==> src/rtl/u8dec_pkg.sv <==
// shared types, constants and the sequence check for the utf-8 decoder
// no dependencies; used by every module of the decoder
package u8dec_pkg;

  localparam int unsigned CpW               = 21;
  localparam int unsigned QueueDepthDefault = 4;

  localparam logic [CpW-1:0] Repl        = 21'h00FFFD;
  localparam logic [CpW-1:0] CpMax       = 21'h10FFFF;
  localparam logic [CpW-1:0] SurrLo      = 21'h00D800;
  localparam logic [CpW-1:0] SurrHi      = 21'h00DFFF;
  localparam logic [CpW-1:0] MinLen2     = 21'h000080;
  localparam logic [CpW-1:0] MinLen3     = 21'h000800;
  localparam logic [CpW-1:0] MinLen4     = 21'h010000;

  localparam logic [7:0] Lead2Mask  = 8'hE0;
  localparam logic [7:0] Lead2Val   = 8'hC0;
  localparam logic [7:0] Lead3Mask  = 8'hF0;
  localparam logic [7:0] Lead3Val   = 8'hE0;
  localparam logic [7:0] Lead4Mask  = 8'hF8;
  localparam logic [7:0] Lead4Val   = 8'hF0;
  localparam logic [7:0] ContMask   = 8'hC0;
  localparam logic [7:0] ContVal    = 8'h80;
  localparam logic [7:0] AsciiLimit = 8'h80;

  localparam logic [2:0] LenNone = 3'd0;
  localparam logic [2:0] Len2    = 3'd2;
  localparam logic [2:0] Len3    = 3'd3;
  localparam logic [2:0] Len4    = 3'd4;

  // one decoded request: n_repl replacement characters, then optionally cp
  typedef struct packed {
    logic [2:0]     n_repl;
    logic           has_cp;
    logic [CpW-1:0] cp;
    logic           eot;
  } job_t;

  function automatic logic seq_bad(input logic [2:0] len, input logic [CpW-1:0] cp);
    logic overlong;
    overlong = ((len == Len2) && (cp < MinLen2)) ||
               ((len == Len3) && (cp < MinLen3)) ||
               ((len == Len4) && (cp < MinLen4));
    return overlong || (cp > CpMax) || ((cp >= SurrLo) && (cp <= SurrHi));
  endfunction

endpackage

==> src/rtl/u8dec_front.sv <==
// front end: holds the open sequence; each byte gives at most one queued request
// depends on u8dec_pkg
module u8dec_front (
  input  logic              clk_i,
  input  logic              rst_ni,
  input  logic              accept_i,
  input  logic [7:0]        in_byte_i,
  input  logic              end_of_text_i,
  output logic              push_o,
  output u8dec_pkg::job_t   job_o
);

  logic [1:0]  pend_q, pend_d;
  logic [2:0]  len_q, len_d;
  logic [20:0] part_q, part_d;

  logic        is_cont;
  logic [2:0]  cnt_inc;
  logic [20:0] seq_val;
  logic [2:0]  f_len;
  logic [20:0] f_bits;
  logic        fresh;
  u8dec_pkg::job_t job;

  assign is_cont = (in_byte_i & u8dec_pkg::ContMask) == u8dec_pkg::ContVal;
  assign cnt_inc = {1'b0, pend_q} + 3'd1;
  assign seq_val = {part_q[14:0], in_byte_i[5:0]};

  always_comb begin
    f_len  = u8dec_pkg::LenNone;
    f_bits = '0;
    if ((in_byte_i & u8dec_pkg::Lead2Mask) == u8dec_pkg::Lead2Val) begin
      f_len  = u8dec_pkg::Len2;
      f_bits = {16'd0, in_byte_i[4:0]};
    end else if ((in_byte_i & u8dec_pkg::Lead3Mask) == u8dec_pkg::Lead3Val) begin
      f_len  = u8dec_pkg::Len3;
      f_bits = {17'd0, in_byte_i[3:0]};
    end else if ((in_byte_i & u8dec_pkg::Lead4Mask) == u8dec_pkg::Lead4Val) begin
      f_len  = u8dec_pkg::Len4;
      f_bits = {18'd0, in_byte_i[2:0]};
    end
  end

  always_comb begin
    job     = '0;
    job.eot = end_of_text_i;
    pend_d  = pend_q;
    len_d   = len_q;
    part_d  = part_q;
    fresh   = 1'b0;
    if (len_q == u8dec_pkg::LenNone) begin
      fresh = 1'b1;
    end else if (is_cont) begin
      if (cnt_inc >= len_q) begin
        if (u8dec_pkg::seq_bad(len_q, seq_val)) begin
          job.n_repl = len_q;
        end else begin
          job.has_cp = 1'b1;
          job.cp     = seq_val;
        end
        pend_d = '0;
        len_d  = u8dec_pkg::LenNone;
        part_d = '0;
      end else if (end_of_text_i) begin
        job.n_repl = cnt_inc;
        pend_d     = '0;
        len_d      = u8dec_pkg::LenNone;
        part_d     = '0;
      end else begin
        pend_d = cnt_inc[1:0];
        part_d = seq_val;
      end
    end else begin
      // broken sequence: replace what was taken, then decode this byte afresh
      job.n_repl = {1'b0, pend_q};
      pend_d     = '0;
      len_d      = u8dec_pkg::LenNone;
      part_d     = '0;
      fresh      = 1'b1;
    end
    if (fresh) begin
      if (in_byte_i < u8dec_pkg::AsciiLimit) begin
        job.has_cp = 1'b1;
        job.cp     = {13'd0, in_byte_i};
      end else if ((f_len != u8dec_pkg::LenNone) && !end_of_text_i) begin
        len_d  = f_len;
        pend_d = 2'd1;
        part_d = f_bits;
      end else begin
        job.n_repl = job.n_repl + 3'd1;
      end
    end
  end

  assign job_o  = job;
  assign push_o = accept_i && ((job.n_repl != 3'd0) || job.has_cp);

  always_ff @(posedge clk_i or negedge rst_ni) begin
    if (!rst_ni) begin
      pend_q <= '0;
      len_q  <= u8dec_pkg::LenNone;
      part_q <= '0;
    end else if (accept_i) begin
      pend_q <= pend_d;
      len_q  <= len_d;
      part_q <= part_d;
    end
  end

  a_idle_no_pend: assert property (@(posedge clk_i) disable iff (!rst_ni)
    (len_q == u8dec_pkg::LenNone) |-> (pend_q == 2'd0 && part_q == '0))
    else $error("idle with bytes pending");

  a_open_pend: assert property (@(posedge clk_i) disable iff (!rst_ni)
    (len_q != u8dec_pkg::LenNone) |-> (pend_q != 2'd0 && {1'b0, pend_q} < len_q))
    else $error("pending count out of range for open sequence");

  a_eot_closes: assert property (@(posedge clk_i) disable iff (!rst_ni)
    (accept_i && end_of_text_i) |=> (len_q == u8dec_pkg::LenNone))
    else $error("sequence left open after end of text");

endmodule

==> src/rtl/u8dec_queue.sv <==
// short request queue between the front end and the output sequencer
// depends on u8dec_pkg
module u8dec_queue #(
  parameter int unsigned Depth = u8dec_pkg::QueueDepthDefault
) (
  input  logic            clk_i,
  input  logic            rst_ni,
  input  logic            push_i,
  input  u8dec_pkg::job_t push_data_i,
  input  logic            pop_i,
  output u8dec_pkg::job_t pop_data_o,
  output logic            full_o,
  output logic            empty_o
);

  localparam int unsigned PtrW = (Depth > 1) ? $clog2(Depth) : 1;
  localparam int unsigned CntW = $clog2(Depth + 1);

  u8dec_pkg::job_t mem_q [Depth];
  logic [PtrW-1:0] wr_ptr_q, rd_ptr_q;
  logic [CntW-1:0] count_q;

  assign full_o     = count_q == CntW'(Depth);
  assign empty_o    = count_q == '0;
  assign pop_data_o = mem_q[rd_ptr_q];

  function automatic logic [PtrW-1:0] ptr_next(input logic [PtrW-1:0] p);
    return (p == PtrW'(Depth - 1)) ? '0 : p + PtrW'(1);
  endfunction

  always_ff @(posedge clk_i) begin
    if (push_i) begin
      mem_q[wr_ptr_q] <= push_data_i;
    end
  end

  always_ff @(posedge clk_i or negedge rst_ni) begin
    if (!rst_ni) begin
      wr_ptr_q <= '0;
      rd_ptr_q <= '0;
      count_q  <= '0;
    end else begin
      if (push_i) begin
        wr_ptr_q <= ptr_next(wr_ptr_q);
      end
      if (pop_i) begin
        rd_ptr_q <= ptr_next(rd_ptr_q);
      end
      if (push_i && !pop_i) begin
        count_q <= count_q + CntW'(1);
      end else if (pop_i && !push_i) begin
        count_q <= count_q - CntW'(1);
      end
    end
  end

  a_no_overflow: assert property (@(posedge clk_i) disable iff (!rst_ni)
    !(push_i && full_o))
    else $error("push into full queue");

  a_no_underflow: assert property (@(posedge clk_i) disable iff (!rst_ni)
    !(pop_i && empty_o))
    else $error("pop from empty queue");

  a_count_bound: assert property (@(posedge clk_i) disable iff (!rst_ni)
    count_q <= CntW'(Depth))
    else $error("queue count beyond depth");

endmodule

==> src/rtl/u8dec_back.sv <==
// output sequencer: plays each request as one code point per unstalled cycle
// depends on u8dec_pkg
module u8dec_back (
  input  logic            clk_i,
  input  logic            rst_ni,
  input  logic            q_empty_i,
  input  u8dec_pkg::job_t q_data_i,
  output logic            q_pop_o,
  output logic            out_valid_o,
  input  logic            out_stall_i,
  output logic [20:0]     code_point_o,
  output logic            last_of_run_o,
  output logic            text_done_o
);

  u8dec_pkg::job_t job_q, job_d;
  logic [1:0]      idx_q, idx_d;
  logic            busy_q, busy_d;

  logic [2:0] total;
  logic       last;
  logic       fire;

  assign total = job_q.n_repl + {2'd0, job_q.has_cp};
  assign last  = ({1'b0, idx_q} + 3'd1) == total;
  assign fire  = busy_q && !out_stall_i;

  assign out_valid_o   = busy_q;
  assign code_point_o  = ({1'b0, idx_q} < job_q.n_repl) ? u8dec_pkg::Repl : job_q.cp;
  assign last_of_run_o = last;
  assign text_done_o   = last && job_q.eot;

  always_comb begin
    q_pop_o = !q_empty_i && (!busy_q || (fire && last));
    job_d   = job_q;
    idx_d   = idx_q;
    busy_d  = busy_q;
    if (q_pop_o) begin
      job_d  = q_data_i;
      idx_d  = '0;
      busy_d = 1'b1;
    end else if (fire && last) begin
      busy_d = 1'b0;
    end else if (fire) begin
      idx_d = idx_q + 2'd1;
    end
  end

  always_ff @(posedge clk_i) begin
    job_q <= job_d;
  end

  always_ff @(posedge clk_i or negedge rst_ni) begin
    if (!rst_ni) begin
      idx_q  <= '0;
      busy_q <= 1'b0;
    end else begin
      idx_q  <= idx_d;
      busy_q <= busy_d;
    end
  end

  a_job_nonempty: assert property (@(posedge clk_i) disable iff (!rst_ni)
    busy_q |-> (total != 3'd0 && total <= 3'd4))
    else $error("request with no or too many results");

  a_idx_in_run: assert property (@(posedge clk_i) disable iff (!rst_ni)
    busy_q |-> ({1'b0, idx_q} < total))
    else $error("result index past end of request");

  a_hold_on_stall: assert property (@(posedge clk_i) disable iff (!rst_ni)
    (busy_q && out_stall_i) |=> (busy_q && $stable(idx_q)))
    else $error("sequencer advanced while stalled");

endmodule

==> src/rtl/utf8_decoder_with_replacement.sv <==
// UTF-8 byte stream to code point decoder with U+FFFD replacement. A byte is
// taken every cycle while the request queue between the front end and the
// output sequencer has room; a byte gives 0 to 4 code points and the sequencer
// delivers one per cycle while out_stall_i is low. With the queue empty
// and the sequencer idle, a taken byte's request is written into the queue
// and then loaded into the sequencer, which raises out_valid_o. QueueDepth
// sets how much output stall is absorbed.
// depends on u8dec_pkg, u8dec_front, u8dec_queue, u8dec_back
module utf8_decoder_with_replacement #(
  parameter int unsigned QueueDepth = u8dec_pkg::QueueDepthDefault
) (
  input  logic        clk_i,
  input  logic        rst_ni,
  input  logic        in_valid_i,
  output logic        in_stall_o,
  input  logic [7:0]  in_byte_i,
  input  logic        end_of_text_i,
  output logic        out_valid_o,
  input  logic        out_stall_i,
  output logic [20:0] code_point_o,
  output logic        last_of_run_o,
  output logic        text_done_o
);

  logic            accept;
  logic            push;
  logic            pop;
  logic            q_full;
  logic            q_empty;
  u8dec_pkg::job_t push_job;
  u8dec_pkg::job_t pop_job;

  assign in_stall_o = q_full;
  assign accept     = in_valid_i && !q_full;

  u8dec_front u_front (
    .clk_i         (clk_i),
    .rst_ni        (rst_ni),
    .accept_i      (accept),
    .in_byte_i     (in_byte_i),
    .end_of_text_i (end_of_text_i),
    .push_o        (push),
    .job_o         (push_job)
  );

  u8dec_queue #(
    .Depth (QueueDepth)
  ) u_queue (
    .clk_i       (clk_i),
    .rst_ni      (rst_ni),
    .push_i      (push),
    .push_data_i (push_job),
    .pop_i       (pop),
    .pop_data_o  (pop_job),
    .full_o      (q_full),
    .empty_o     (q_empty)
  );

  u8dec_back u_back (
    .clk_i         (clk_i),
    .rst_ni        (rst_ni),
    .q_empty_i     (q_empty),
    .q_data_i      (pop_job),
    .q_pop_o       (pop),
    .out_valid_o   (out_valid_o),
    .out_stall_i   (out_stall_i),
    .code_point_o  (code_point_o),
    .last_of_run_o (last_of_run_o),
    .text_done_o   (text_done_o)
  );

endmodule
==> config.mk <==
export PLATFORM = sky130hd
export DESIGN_NAME = utf8_decoder_with_replacement
export DESIGN_NICKNAME = d
export VERILOG_FILES = /design/src/rtl/u8dec_pkg.sv /design/src/rtl/u8dec_front.sv /design/src/rtl/u8dec_queue.sv /design/src/rtl/u8dec_back.sv /design/src/rtl/utf8_decoder_with_replacement.sv
export SDC_FILE = /design/constraint.sdc
export NUM_CORES = 1
export LEC_CHECK = 0
export ABC_AREA = 1
export BUFFER_PORTS_ARGS = -buffer_cell sky130_fd_sc_hd__clkbuf_2
export CAP_MARGIN = 20
export CORE_MARGIN = 1.5
export CORE_UTILIZATION = 53
export DETAILED_ROUTE_END_ITERATION = 6
export PLACE_DENSITY = 0.78
export SETUP_SLACK_MARGIN = 0.2
export SLEW_MARGIN = 20
export SYNTH_ARGS = -nofsm -noshare
export SYNTH_HDL_FRONTEND = slang
export SYNTH_SLANG_ARGS = --single-unit
==> constraint.sdc <==
create_clock -name clk_i -period 11.4 [get_ports clk_i]
set_clock_uncertainty 0.15 [all_clocks]
set_input_delay 2.28 -clock clk_i [delete_from_list [all_inputs] [get_ports clk_i]]
set_output_delay 2.28 -clock clk_i [all_outputs]
set_load 0.01 [all_outputs]
### Word level (Yosys, flattened, before mapping)

Memory sizes are Yosys's and may differ from the RTL's. A register that Yosys moved wholly into a read port is not among the register bits.
Cells that the tools add are included.

| storage, ports and cells | value |
|---|---|
| output and inout bits | 25 |
| word-level logic and storage cells | 126 |
| memory bits (writable) | 104 |
| flip-flop bits (word level) | 36 |
| memories kept | 1 |
| input bits | 13 |

Memories:

| memory | words | width | rd ports | clocked after memory_dff | write ports | line | source |
|---|---|---|---|---|---|---|---|
| u_queue.mem_q | 4 | 26 | 1 | 1 | 1 | u8dec_queue.sv:19 | `u8dec_pkg::job_t mem_q [Depth];` |

| operators by class | value |
|---|---|
| magnitude comparators | 9 |
| reduce and logical (&&, ||, !) cells | 34 |
| equality and inequality tests | 12 |
| add/subtract/negate cells | 9 |
| mux-type cells | 53 |

Operator list:

| kind | count |
|---|---|
| $mux W21 | 10 |
| $mux W22 | 4 |
| $mux W3 | 19 |
| $mux W25 | 2 |
| $mux W2 | 12 |
| $ge A21 B16 Y1 const B | 1 |
| $gt A21 B21 Y1 const B | 1 |
| $le A21 B16 Y1 const B | 1 |
| $lt A21 B12 Y1 const B | 1 |
| $lt A21 B17 Y1 const B | 1 |
| $lt A21 B8 Y1 const B | 1 |
| $logic_and A1 B1 Y1 | 13 |
| $eq A3 B3 Y1 const B | 3 |
| $lt A8 B8 Y1 const B | 1 |
| $logic_not A1 Y1 | 7 |
| $add A2 B1 Y2 const B | 3 |
| $add A2 B1 Y3 const B | 2 |
| $add A3 B1 Y3 const B | 2 |
| $eq A2 B2 Y1 const B | 3 |
| $eq A3 B2 Y1 const B | 2 |
| $logic_not A3 Y1 | 2 |
| $logic_or A1 B1 Y1 | 6 |
| $mux W1 | 6 |
| $reduce_bool A2 Y1 | 3 |
| other kinds (10) | 11 |

### Longest topological paths before layout

Gate-level depths: netlist of run 1.

| depth | value |
|---|---|
| depth after elaboration | 21 |
| mapped depth | 24 |
| mapped depth without buffers | 24 |

### Hierarchy

From an unflattened synthesis of run 1, not the netlist that was laid out.

| second synthesis, totals | value |
|---|---|
| cell total of the unflattened synthesis | 675 |
| area, all modules | 7467.2 um2 |

By module, submodules not included:

| module | times used | cells each | area each (um2) | seq. area each (um2) |
|---|---|---|---|---|
| u8dec_queue | 1 | 354 | 4715.8 | 3298.2 |
| u8dec_front | 1 | 213 | 1487.7 | 500.5 |
| u8dec_back | 1 | 106 | 1253.7 | 855.8 |
| utf8_decoder_with_replacement | 1 | 2 | 10.0 | 0.0 |

### Worst setup path after synthesis of run 1

OpenSTA, ideal clock, no wires.

| timing path | value |
|---|---|
| path kind | input to register |
| start point | input in_byte_i[7] |
| end point | memory u_queue.mem_q[3][0] (netlist name), enable pin |
| setup slack | 6.424 ns |
| required time | 10.841 ns |
| stages on the path | 12 |
| arrival time | 4.417 ns |
| path through | inv_1 nor2_4 o21ai_0 inv_1 nand2_1 inv_1 ha_1 or2_2 nand2_1 nand3_2 nand2_4 nor2_1 |

| between the ends | value |
|---|---|
| cells in the longest elaborated chain, start to end | 14 |
| elaborated cells on any way between the ends | 25 |

Ends and longest elaborated chain:

| item | line | source |
|---|---|---|
| start: declaration | utf8_decoder_with_replacement.sv:16 | `input logic [7:0] in_byte_i,` |
| $eq A5 B5 Y1 | u8dec_front.sv:38 | `end else if ((in_byte_i & u8dec_pkg::Lead4Mask) == u8dec_pkg::Lead4Val) begin` |
| $mux W3 | u8dec_front.sv:38 |  |
| $mux W3 | u8dec_front.sv:35 | `end else if ((in_byte_i & u8dec_pkg::Lead3Mask) == u8dec_pkg::Lead3Val) begin` |
| $mux W3 | u8dec_front.sv:32 | `if ((in_byte_i & u8dec_pkg::Lead2Mask) == u8dec_pkg::Lead2Val) begin` |
| $reduce_bool A3 Y1 | u8dec_front.sv:85 | `end else if ((f_len != u8dec_pkg::LenNone) && !end_of_text_i) begin` |
| $logic_and A1 B1 Y1 | u8dec_front.sv:85 |  |
| $mux W3 | u8dec_front.sv:85 |  |
| $mux W3 | u8dec_front.sv:82 | `if (in_byte_i < u8dec_pkg::AsciiLimit) begin` |
| $mux W25 * | u8dec_front.sv:81 | `if (fresh) begin` |
| $reduce_bool A3 Y1 | u8dec_front.sv:96 | `assign push_o = accept_i && ((job.n_repl != 3'd0) \|\| job.has_cp);` |
| $logic_or A1 B1 Y1 * | u8dec_front.sv:96 |  |
| $logic_and A1 B1 Y1 * | u8dec_front.sv:96 |  |
| $mux W1 * | u8dec_queue.sv:32 | `if (push_i) begin` |
| $mux W1 (not written as such) * | u8dec_queue.sv:33 | `mem_q[wr_ptr_q] <= push_data_i;` |
| end: declaration | u8dec_queue.sv:19 |  |

Mark *: on every way between the ends. The rest lies on a longest branch, timed or not.

### Worst setup path in the final report of run 1

| timing path | value |
|---|---|
| start point | input end_of_text_i |
| end point | register u_queue.count_q[1] |

| between the ends | value |
|---|---|
| cells in the longest elaborated chain, start to end | 14 |
| elaborated cells on any way between the ends | 18 |

Ends and longest elaborated chain:

| item | line | source |
|---|---|---|
| start: declaration | utf8_decoder_with_replacement.sv:17 | `input logic end_of_text_i,` |
| $mux W3 | u8dec_front.sv:64 | `end else if (end_of_text_i) begin` |
| $mux W3 | u8dec_front.sv:54 | `if (cnt_inc >= len_q) begin` |
| $mux W3 | u8dec_front.sv:53 | `end else if (is_cont) begin` |
| $mux W25 | u8dec_front.sv:51 | `if (len_q == u8dec_pkg::LenNone) begin` |
| $add A3 B1 Y3 | u8dec_front.sv:90 | `job.n_repl = job.n_repl + 3'd1;` |
| $mux W3 | u8dec_front.sv:85 |  |
| $mux W3 | u8dec_front.sv:82 |  |
| $mux W25 * | u8dec_front.sv:81 |  |
| $reduce_bool A3 Y1 * | u8dec_front.sv:96 |  |
| $logic_or A1 B1 Y1 * | u8dec_front.sv:96 |  |
| $logic_and A1 B1 Y1 * | u8dec_front.sv:96 |  |
| named net push | utf8_decoder_with_replacement.sv:26 | `logic push;` |
| $logic_not A1 Y1 | u8dec_queue.sv:51 | `end else if (pop_i && !push_i) begin` |
| $logic_and A1 B1 Y1 | u8dec_queue.sv:51 |  |
| $reduce_bool A2 Y1 (no line) | -- |  |
| end signal: assignment | u8dec_queue.sv:50 | `count_q <= count_q + CntW'(1);` |
| end signal: assignment | u8dec_queue.sv:52 | `count_q <= count_q - CntW'(1);` |
| end: declaration | u8dec_queue.sv:21 | `logic [CntW-1:0] count_q;` |

The timed path passes the listed nets; every way through them passes the cells marked *.
A chain may end at the register's enable or synchronous reset.

==> flow_summary.ini, run 1 <==
[run_status]
status = completed

[timing]
maxSlewHeadroom_pct = 35.58
finalSetupViolCount = 0
rsz0062_at_grt = no
clock.fmax_ghz = 0.2085
finalMaxSlewViolations = 0
hold_violations = 0
final.period_utilization_pct = 42.08
tns_ps = 0
max_slew.worst_pin.slew_ps = 966.3
holdWs_ps = 357.9
fin_crit_ps = 4797

[cts]
cts_resized = 0
clkTransAtPathRegs_ps = 60
clock-root-buffer = clkbuf_16
cts_hold_buf = 0
cts_buffer_depth = 2
htree_num_levels = 4
cts_tree = built
post_cts_buffers = 0
cts.sinks = 160
numCtsBuffers = 17
clkLatencyLatePin_ps = 420

[worst_setup_path]
cp_max_fo = 8
worst-r2r-cell-count = 21
cp.arrival_ps = 4950
end_kind = flip-flop
crit_required_ps = 11550
path_class = input port to flip-flop
timing.rr.start = u_front.pend_q[0]
startpoint = end_of_text_i
worst_setup_path_start_kind = input port

[place]
placed_area_sq_um = 7246
dp.cells = 790
hpwl_microns = 8306
port_buffers = 37
gp_congestion = 0.9132

[cells_and_area]
final_common_cell = edfxtp_1
nNetsFinal = 666
nFillCells = 981
final_cell_mix = 130 x edfxtp_1, 101 x nor2_1, 66 x o21ai_0
drive_gt1_share_pct = 18.15
syn_to_final_growth_pct = 13.37
ff_latch_area_sq_um = 4654
multi_input_area_sq_um = 1887
diodes = 0
fin_cells = 822
final_area_sq_um = 7777

[route]
num_vias = 4496
routedWlPerCell_microns = 16.11
dr.pass1.iters = 5
vias_per_cell = 5.470
drc_errors = 0
ant_nets = 0
wl_microns = 13240
drtIter0Drc = 400

[synthesis]
synth_xor_area_share_pct = 0.6383
ys_warn_count = 0
synth_mux_area_share_pct = 0.3283
synthesis.area_sq_um = 6860
ys_seq_area_share_pct = 67.85
synthSimpleGateAreaFrac_pct = 13.20
synth_top_family_by_area = simple AND/OR/NAND/NOR gates
syn_inst = 594
synth_seq_cells = 160
synth_nets = 623
synth_fa_ha_area_share_pct = 3.028
synth.avg_cell_area_sq_um = 11.55
yosysUniqueCellTypes = 34
synth-compound-area-share_pct = 10.09

[power]
post-layout-total-power_w = 0.001877
peakVddDrop_mv = 0.1047
powerDensity_nw_per_um2 = 241.4
p_leak_nw = 3.046

[min_path]
hold_path_startpoint = u_queue.count_q[2]
hold_depth = 2
hp-class = flip-flop to flip-flop

[grt]
grt_pass1_vias = 4271
grt_max_degree = 56
grt_pass1_wl_microns = 21410
track_usage_pct = 21.05
antenna_found_initial = 0
grt_remaining_overflow = 0

[floorplan]
dieArea_sq_um = 13640
die_x_microns = 116.8
rows = 41
ios = 38
fp.dieH_microns = 116.8
floorplan.initialDensity_pct = 54.36
core_area_sq_um = 12620

[flow_run]
cap_violations = 0
[critical path: stages]
cell and delay [ps]:
clkbuf_2 140, inv_1 140, nor2_1 50, nand2_1 70
nand2_1 40, inv_1 40, nand2_1 60, nand2_1 90
inv_1 50, ha_1 270, or2_2 280, nand2_1 110
nand3_2 130, nand2_4 140, inv_1 60, ha_1 190
inv_1 90, fa_1 410, mux2_2 270
[metrics by stage]
stage / utilization [%] / setup slack [ps]
global route: 61.63 / 6332
global placement: 57.42 / 6311
detailed placement: 57.42 / 6173
floorplan: - / 6424
finish: 61.63 / 6603
CTS: 61.63 / 6608
[synthesized netlist by cell type]
| library cell | count | area share, % |
|---|---|---|
| nand3b_1 | 1 | 0.11 |
| nand2_2 | 7 | 0.64 |
| nor3_2 | 1 | 0.15 |
| clkbuf_1 | 18 | 0.98 |
| clkinv_1 | 1 | 0.055 |
| o311ai_0 | 1 | 0.13 |
| a21oi_1 | 8 | 0.58 |
| nand3_2 | 4 | 0.58 |
| o21bai_4 | 1 | 0.27 |
| o21ai_0 | 66 | 4.8 |
| nand2_4 | 2 | 0.33 |
| xnor2_1 | 2 | 0.26 |
| a32o_1 | 1 | 0.15 |
| o21ai_2 | 1 | 0.13 |
| o22ai_1 | 39 | 3.6 |
| o32ai_1 | 3 | 0.38 |
| nor3_1 | 3 | 0.22 |
| nor2_1 | 105 | 5.7 |
| mux2_2 | 2 | 0.33 |
| or2_2 | 17 | 1.6 |
| edfxtp_1 | 130 | 57 |
| nand2_1 | 46 | 2.5 |
| nor2_4 | 1 | 0.16 |
| buf_4 | 1 | 0.11 |
| ha_1 | 15 | 2.7 |
| o21ai_1 | 1 | 0.073 |
| inv_2 | 5 | 0.27 |
| dfrtp_1 | 30 | 11 |
| or2_0 | 1 | 0.091 |
| nor2_2 | 5 | 0.46 |
| xor2_1 | 3 | 0.38 |
| nand3_1 | 9 | 0.66 |
| inv_1 | 63 | 3.4 |
| fa_1 | 1 | 0.29 |
[power breakdown]
part / internal, W / switching, W / leakage, nW / total (W)
clock network: 0.000296 / 0.000209 / 0.250 / 0.000505
logic: 0.000181 / 0.000353 / 1.21 / 0.000534
registers: 0.000784 / 0.0000544 / 1.59 / 0.000838
total: 0.00126 / 0.000616 / 3.05 / 0.00188
[kinds of logic after synthesis]
logic type / after synthesis
xor gates and xnor gates: 5
AOI/OAI and AO/OA: 121
and+or+nand+nor: 202
DFF: 160
muxes: 2
adders and majority gates: 16
buffers and inverters: 88
[cell type report]
cell class              count  share of cell area (%)
well taps                 172                   2.767
repair buffers             43                   2.960
inverters                  69                   3.330
flip-flops and latches    160                   59.85
multi-input cells         346                   24.26
clock inverters            12                   1.223
clock buffers              20                   5.615
[metal layers]
| layer | share of wire, % | track usage (%) | vias to the layer above | wire length [microns] |
|---|---|---|---|---|
| li1 | - | - | 2136 | - |
| met1 | 44 | 27.95 | 2189 | 5816 |
| met2 | 49 | 34.58 | 152 | 6460 |
| met3 | 5.9 | 4.840 | 19 | 780 |
| met4 | 1.4 | 7.309 | 0 | 186 |
| met5 | 0 | 0 | - | 0 |
[registers in the layout, indices dropped and copies added (netlist names)]
name	cells
u_back.idx_q	2
u_back.job_q	26
u_back.out_valid_o	1
u_front.len_q	3
u_front.part_q	15
u_front.pend_q	2
u_queue.count_q	3
u_queue.mem_q	104
u_queue.rd_ptr_q	2
u_queue.wr_ptr_q	2
[path summary, 6_finish.rpt]
path	end	slack, ps
max	u_queue.count_q[1]	6600
min	u_back.out_valid_o	360
max reg2reg	u_queue.count_q[1]	7180
min reg2reg	u_back.out_valid_o	360
max in group asynchronous	u_front.part_q[10]	8770
min in group asynchronous	u_queue.count_q[0]	1800
No activity file was read; power rests on OpenSTA's default activity.
==> run 2: changes to the inputs <==
==> constraint.sdc (replaced) <==
create_clock -name clk_i -period 4.7 [get_ports clk_i]
set_clock_uncertainty 0.15 [all_clocks]
set_input_delay 0.94 -clock clk_i [delete_from_list [all_inputs] [get_ports clk_i]]
set_output_delay 0.94 -clock clk_i [all_outputs]
set_load 0.01 [all_outputs]
==> run 2 against run 1 <==
Wire length up 1.3%. Non-clock buffer count is 1 higher. Setup slack worse by 6000 ps. Critical path depth grew 2. Via count rose by 0.82%. Sequential power up 140%. Sequential share of layout area shrank 0.40 points. Cell area up 0.68%. Die area stayed put. Power up 150%. Utilization up 0.42 points. Highest routed layer unchanged. Global-route usage about the same.
==> flow_summary.ini, run 2 (synthesized netlist as in run 1, its figures left out) <==
[timing]
finalSetupViolCount = 0
clock.fmax_ghz = 0.2462
final.period_utilization_pct = 86.42
max_slew.worst_pin.slew_ps = 942.8
setup_slack_ps = 638.2
hold_violations = 0
maxSlewHeadroom_pct = 37.00
fin_crit_ps = 4062
finalMaxSlewViolations = 0
rsz0062_at_grt = no
tns_ps = 0

[place]
hpwl_microns = 8180
port_buffers = 37
gp_congestion = 0.9436
placed_area_sq_um = 7268
dpl_worst_slack_ps = 650.6

[run_status]
status = completed

[worst_setup_path]
path_class = flip-flop to flip-flop
end_kind = flip-flop
cp_max_fo = 7
worst_setup_path_start_kind = flip-flop
crit_required_ps = 4850
cp.arrival_ps = 4210

[grt]
grtUsageMet2_pct = 34.39
use_met1_pct = 27.29
grt.busiest_layer = met2
grt_use_met3_pct = 3.759
grt_remaining_overflow = 0
antenna_found_initial = 0
grt_pass1_vias = 4359
track_usage_pct = 21.03
grt_pass1_wl_microns = 21220
grt_max_degree = 56

[route]
dr.pass1.iters = 6
ant_nets = 0
drtIter0Drc = 354
drc_errors = 0
wl_microns = 13420
num_vias = 4533
vias_per_cell = 5.508
routedWlPerCell_microns = 16.30

[floorplan]
dieArea_sq_um = 13640
fp.dieH_microns = 116.8
ios = 38
floorplan.initialDensity_pct = 54.36
core_area_sq_um = 12620
rows = 41
die_x_microns = 116.8

[cts]
clkLatencyLatePin_ps = 420
clkTransAtPathRegs_ps = 60
htree_num_levels = 4
post_cts_buffers = 0
cts_buffer_depth = 2
clock-root-buffer = clkbuf_16
numCtsBuffers = 17
cts_tree = built
cts_hold_buf = 0
cts_resized = 0
cts.sinks = 160

[cells_and_area]
top_register = u_queue.mem_q
syn_to_final_growth_pct = 14.13
final_area_sq_um = 7830
drive_gt1_share_pct = 18.89
multi_input_area_sq_um = 1902
final_common_cell = edfxtp_1
final_cell_mix = 130 x edfxtp_1, 101 x nor2_1, 66 x o21ai_0
nFillCells = 970
nNetsFinal = 667
largest_reg_flops = 104
utilization_pct = 62.05
ff_latch_area_sq_um = 4654
diodes = 0
top_regs = u_queue.mem_q: 104 flops, u_back.job_q: 26 flops, u_front.part_q: 15 flops

[power]
peakVddDrop_mv = 0.4055
p_leak_nw = 3.073
powerDensity_nw_per_um2 = 592.4

[min_path]
hp-class = flip-flop to flip-flop

[flow_run]
cap_violations = 0
## run 2: cell types whose count changed in the layout (fill, tap and decap cells not counted)
cell / before / now
buf_4: 6 / 7
clkbuf_16: 17 / 18
clkbuf_8: 0 / 1
clkinv_1: 5 / 1
clkinv_2: 2 / 5
clkinv_4: 2 / 1
nor2_2: 8 / 5
nor2_4: 2 / 5
## run 2: cell type report
cell class	count	area share [%]
Timing Repair Buffer	44	3.036
Sequential cell	160	59.44
Inverter	69	3.308
Clock inverter	10	1.103
Multi-Input combinational cell	346	24.29
Clock buffer	22	6.072
Tap cell	172	2.748
## run 2: stage by stage
stage               cells  power, W  hold slack (ps)
global route          823  0.004894            394.6
floorplan             594  0.002946            318.7
CTS                   823  0.004666            376.5
finish                823  0.004639            364.0
detailed placement    791  0.003379            341.9
global placement      791  0.003305            337.8
## run 2: where the power goes
| part | leakage [nW] | switching [W] | internal (W) |
|---|---|---|---|
| Combinational | 1.22 | 0.000912 | 0.000443 |
| Sequential | 1.59 | 0.0000941 | 0.00190 |
| Clock | 0.271 | 0.000517 | 0.000769 |
## run 2: worst paths after layout
check	startpoint	endpoint	slack [ps]	cells after the start
setup / recovery	u_front.pend_q[0]	u_queue.count_q[1]	640	21
hold / removal	u_queue.count_q[2]	u_back.out_valid_o	360	2
setup reg to reg	u_front.pend_q[0]	u_queue.count_q[1]	640	21
hold reg to reg	u_queue.count_q[2]	u_back.out_valid_o	360	2
max in group asynchronous	rst_ni	u_front.part_q[4]	3410	1
min in group asynchronous	rst_ni	u_queue.rd_ptr_q[0]	470	1
## run 2: routing by layer
metal  part of all wire (%)  routed length [microns]
met1                     42                     5695
met2                     50                     6734
met3                    5.4                      725
met4                    1.9                      261
met5                      0                        0
## run 2: worst max-delay path: stages (launching register included)
cell,delay [ps]
dfrtp_1,440
ha_1,360
ha_1,310
nand3b_1,90
nand3_1,210
inv_1,120
nand2_1,70
nand2_1,40
inv_1,40
nand2_1,60
nand2_1,70
inv_1,40
ha_1,270
or2_2,280
nand2_1,100
nand3_2,120
nand2_4,160
inv_1,60
ha_1,180
inv_1,90
fa_1,410
mux2_2,260
